===== src/rtl/core/rba_ram.sv =====
// Generic single-port-write, single-port-read RAM with a registered read.
`default_nettype none

module rba_ram #(
    parameter int WIDTH = 16,
    parameter int DEPTH = 16
) (
    input  wire logic                     i_clk,
    input  wire logic                     i_we,
    input  wire logic [$clog2(DEPTH)-1:0] i_waddr,
    input  wire logic [WIDTH-1:0]         i_wdata,
    input  wire logic                     i_re,
    input  wire logic [$clog2(DEPTH)-1:0] i_raddr,
    output logic      [WIDTH-1:0]         o_rdata
);

    logic [WIDTH-1:0] r_mem [DEPTH];

    always_ff @(posedge i_clk) begin
        if (i_we) begin
            r_mem[i_waddr] <= i_wdata;
        end
        if (i_re) begin
            o_rdata <= r_mem[i_raddr];
        end
    end

endmodule

`default_nettype wire


===== config.mk =====
export PLATFORM = sky130hd
export DESIGN_NAME = rba_ram
export DESIGN_NICKNAME = d
export VERILOG_FILES = /design/src/rtl/core/rba_ram.sv
export SDC_FILE = /design/constraint.sdc
export NUM_CORES = 1
export LEC_CHECK = 0
export BUFFER_PORTS_ARGS = -buffer_cell sky130_fd_sc_hd__buf_4
export CORE_MARGIN = 1.5
export CORE_UTILIZATION = 65
export CTS_CLUSTER_DIAMETER = 30
export DETAILED_ROUTE_END_ITERATION = 16
export GPL_TIMING_DRIVEN = 0
export PLACE_DENSITY = 0.85
export SYNTH_ARGS = -nofsm -noshare
export SYNTH_HDL_FRONTEND = slang
export SYNTH_SLANG_ARGS = --single-unit

===== constraint.sdc =====
create_clock -name i_clk -period 3.8 [get_ports i_clk]
set_input_delay 0.57 -clock i_clk [delete_from_list [all_inputs] [get_ports i_clk]]
set_output_delay 0.57 -clock i_clk [all_outputs]
set_load 0.01 [all_outputs]

==> results <==
- The sequential cell area fraction in the yosys report is 80.0%.
- The start point of the worst hold path is i_wdata[12].
- The time the final worst path needs with I/O delays and setup is 2.06 ns.
- The H-tree was split into 2 levels.
- Tracing the worst setup path back leads to its startpoint at i_raddr[1].
- The final worst-path cycle share is 54.2%.
- The Yosys warning count is 0.
- The cell area that synthesis handed to floorplanning was 10200 sq um.
- Setup repair after global routing left no endpoint under its margin.
- The internal power is 6.05 mW.
- The floorplan step set the die width to 128 um.
- From bottom edge to top edge, the die measures 128 um.
- The all-layer global routing usage is a little under a third.
- Entering global routing, the biggest net connects 17 pins.
- The uppermost layer routed is met4.
- The post-synth net total is 459.
- After detailed routing, the average wire length per cell comes to about 31 um.
- Counting the fill cells in the layout gives ~640.
- The first global-routing pass estimated 35200 um of wire.
- The type of the worst min-delay path is in2reg.
- The post-detailed-route count of antenna-violating nets is 0.
- Summing internal, switching and leakage power gives 7.75 mW.
- VDD sags by at most roughly 0.47 mV.
- The synthesized netlist cell count is around 430.
- The starting utilization of the core area is 66.9%.
- In this run the core area contains 45 standard-cell rows.
- The clock share of power is 51.7%.
- Headroom to the max-slew limit came out at 23.5%.
- After clock tree synthesis, the flow added hold-fix buffers numbering 0.
- Per report_power, the combinational group accounts for 4.3% of the total.
- The clock tree from TritonCTS is built.
- In this run, distinct cell masters in the synthesized netlist total 18.
- The detailed router finished its first iteration with 620 violations.
- At the pin with the least slew margin, the transition time is approximately 1.1 ns.
- Each instance of the synthesized netlist takes up on average about 24 sq um.
- Sequential cells account for 43.9% of the total power.
- Port buffering added 40 buffers.
- The worst register-to-register path has a setup slack of 2.19 ns.
- For the worst setup path, the data required time is between 4 and 5 ns.
- The critical setup path kind is in2reg.
- The number of pins with negative max-slew slack in the final report came to 0.
- The total grt overflow is 0.
- Timing would allow up to 0.486 GHz.
- For the worst-skew pair, the clock arrives at the later sink with an insertion delay of 0.53 ns.
- Summed over all nets, the switching power comes to 1.70 mW.
- STA classifies the critical path endpoint as a register.
- The hold path depth is 1.
- The number of global-route vias before repair was 5581.
- The share of layout cells above drive strength 1 is 36.7%.
- Compared with the post-synthesis result, the final layout area differs by 22.5%.
- The number of buffers inserted during clock tree synthesis is 43.
- The pre-antenna-repair detailed-routing pass consisted of 4 iterations.
- In this run the critical register-to-register path is launched from r_mem[8][6].
- The depth of the worst register-to-register path is 3.
- The count of buffers added by post-CTS timing repair for setup is 0.
- In the routed design, unresolved DRC markers number 0.
- The total area inside the core boundary comes to about 15000 sq um.
- Max-cap violations in this run came to 0.
- The length of routed met3 wiring is 1920 um.
- CTS saw 272 sinks.
- The final number of setup-violating endpoints is 0.
- The detail-routed via count per cell is about 6.7.
- Summed over all nets, wire length on met2 after detailed routing comes to 12000 um.
- The number of vias in the routed layout is 5222.
- The routed length on met1 is 9480 um.
- The biggest fanout along the worst timing path is 10.
- Once detailed placement completed, the half-perimeter wirelength came to around 13000 um.
- The clock arrives with between 0.02 and 0.025 ns of skew.
- The fraction of power spent switching nets is 21.9%.
- The count of cells resized by post-cts repair is 0.
- The initial antenna violation count is 0.
- The final sum of negative setup slack is 0 ns.
- The final wirelength is 24400 um.
- 0 antenna diodes ended up in the layout.
- At the end of routability-driven placement, the weighted congestion stood at 0.737.
- The number of hold violations in the final report was 0.
- The run finished with clean final reports.
- The maximum buffer depth of the clock tree is 3.
- The data arrival time of the critical path is 2.33 ns.
- The power density normalized to cell area is 620 nW/um^2.
- The worst setup path is launched from an input port.
- For this design the static power due to leakage is 4.17 nW.
- The number of nets in the layout is 560.
- The clock slew seen by the registers of the worst setup and hold paths is 0.06 ns.
- The count of boundary I/O pins is 43.
- The flop and latch count out of synthesis is roughly 270.
- The clock tree root driver cell is clkbuf_16.
- The die area is 16500 sq um.
power by group through the flow:
stage	logic (mW)	clock network [mW]	registers [mW]
floorplan	0.164	0	3.46
global placement	0.296	0	3.46
detailed placement	0.326	0	3.46
CTS	0.336	4.03	3.40
global route	0.354	4.15	3.41
finish	0.337	4.01	3.40
through the flow:
stage          area [sq um]  cells  hold slack (ns)  setup WS [ns]  utilization, %
5_1_grt               12500    777            0.320           1.75            81.9
6_report              12500    777            0.341           1.74            81.9
2_1_floorplan         10200    432            0.669           1.17               -
3_3_place_gp          10800    683            0.741          0.155            70.6
4_1_cts               12500    777            0.317           1.82            81.9
3_5_place_dp          11000    699            0.753           1.27            72.3
cell type report:
class | count | area [sq um] | area share (%)
clock inverters | 30 | 329 | 2.63
repair buffers | 56 | 514 | 4.11
well taps | 211 | 264 | 2.11
clock buffers | 48 | 1140 | 9.10
plain buffers | 21 | 124 | 0.991
flip-flops and latches | 272 | 8170 | 65.4
multi-input cells | 139 | 1960 | 15.7
final timing paths:
kind / end
max: o_rdata[6]
min: r_mem[3][12]
min reg2reg: o_rdata[2]
max reg2reg: o_rdata[6]
synth_stat cells, drive strengths merged:
cell / count / area, sq um
edfxtp: 272 / 8170
mux4: 64 / 1480
a22oi: 32 / 240
nand2: 17 / 63.8
buf: 13 / 93.8
nor2: 13 / 48.8
clkbuf: 8 / 30.0
nor3: 4 / 20.0
nand2b: 2 / 12.5
nand3b: 2 / 15.0
nor2b: 2 / 12.5
and2: 1 / 6.26
nand3: 1 / 5.00
or3b: 1 / 8.76
metal layers:
| metal | up-vias | global-route usage (%) |
|---|---|---|
| met5 | - | 0 |
| met4 | 0 | 16.2 |
| met3 | 55 | 6.59 |
| met2 | 330 | 49.1 |
| met1 | 2758 | 43.0 |
| li1 | 2079 | - |
flip-flops by register name, summed over array words and instances (netlist names):
| signal | count |
|---|---|
| o_rdata | 16 |
| r_mem | 256 |
placed cells by master (no fill, tap or decap), types with 4 or more instances in the layout:
cell type   synthesis  routed
buf_6               4      11
mux4_1             10      10
bufinv_16           0       5
inv_6               0      10
clkinv_1            0       4
nor3_2              0       4
nand2_1            17      17
buf_4               3      43
clkbuf_1            8      11
nor2_2              0      12
buf_8               0       9
clkbuf_16           0      45
clkinv_2            0       4
a22oi_1            32      32
clkinvlp_4          0       4
mux4_2             54      54
edfxtp_1          272     272
cell families (layout without fill, tap and decap cells):
| kind of cell | count (synthesis) | count (layout) | synth area share (%) |
|---|---|---|---|
| buf+inv | 21 | 155 | 1.21 |
| mux | 64 | 64 | 14.5 |
| compound gates | 32 | 32 | 2.35 |
| flops | 272 | 272 | 80.0 |
| simple gates | 43 | 43 | 1.89 |
worst max-delay path, cell delays in order:
cell and delay (ns):
buf_2 0.25, buf_1 0.69, mux4_2 0.42, a22oi_1 0.28, nand2_1 0.12
No activity file was read; power rests on OpenSTA's default activity.
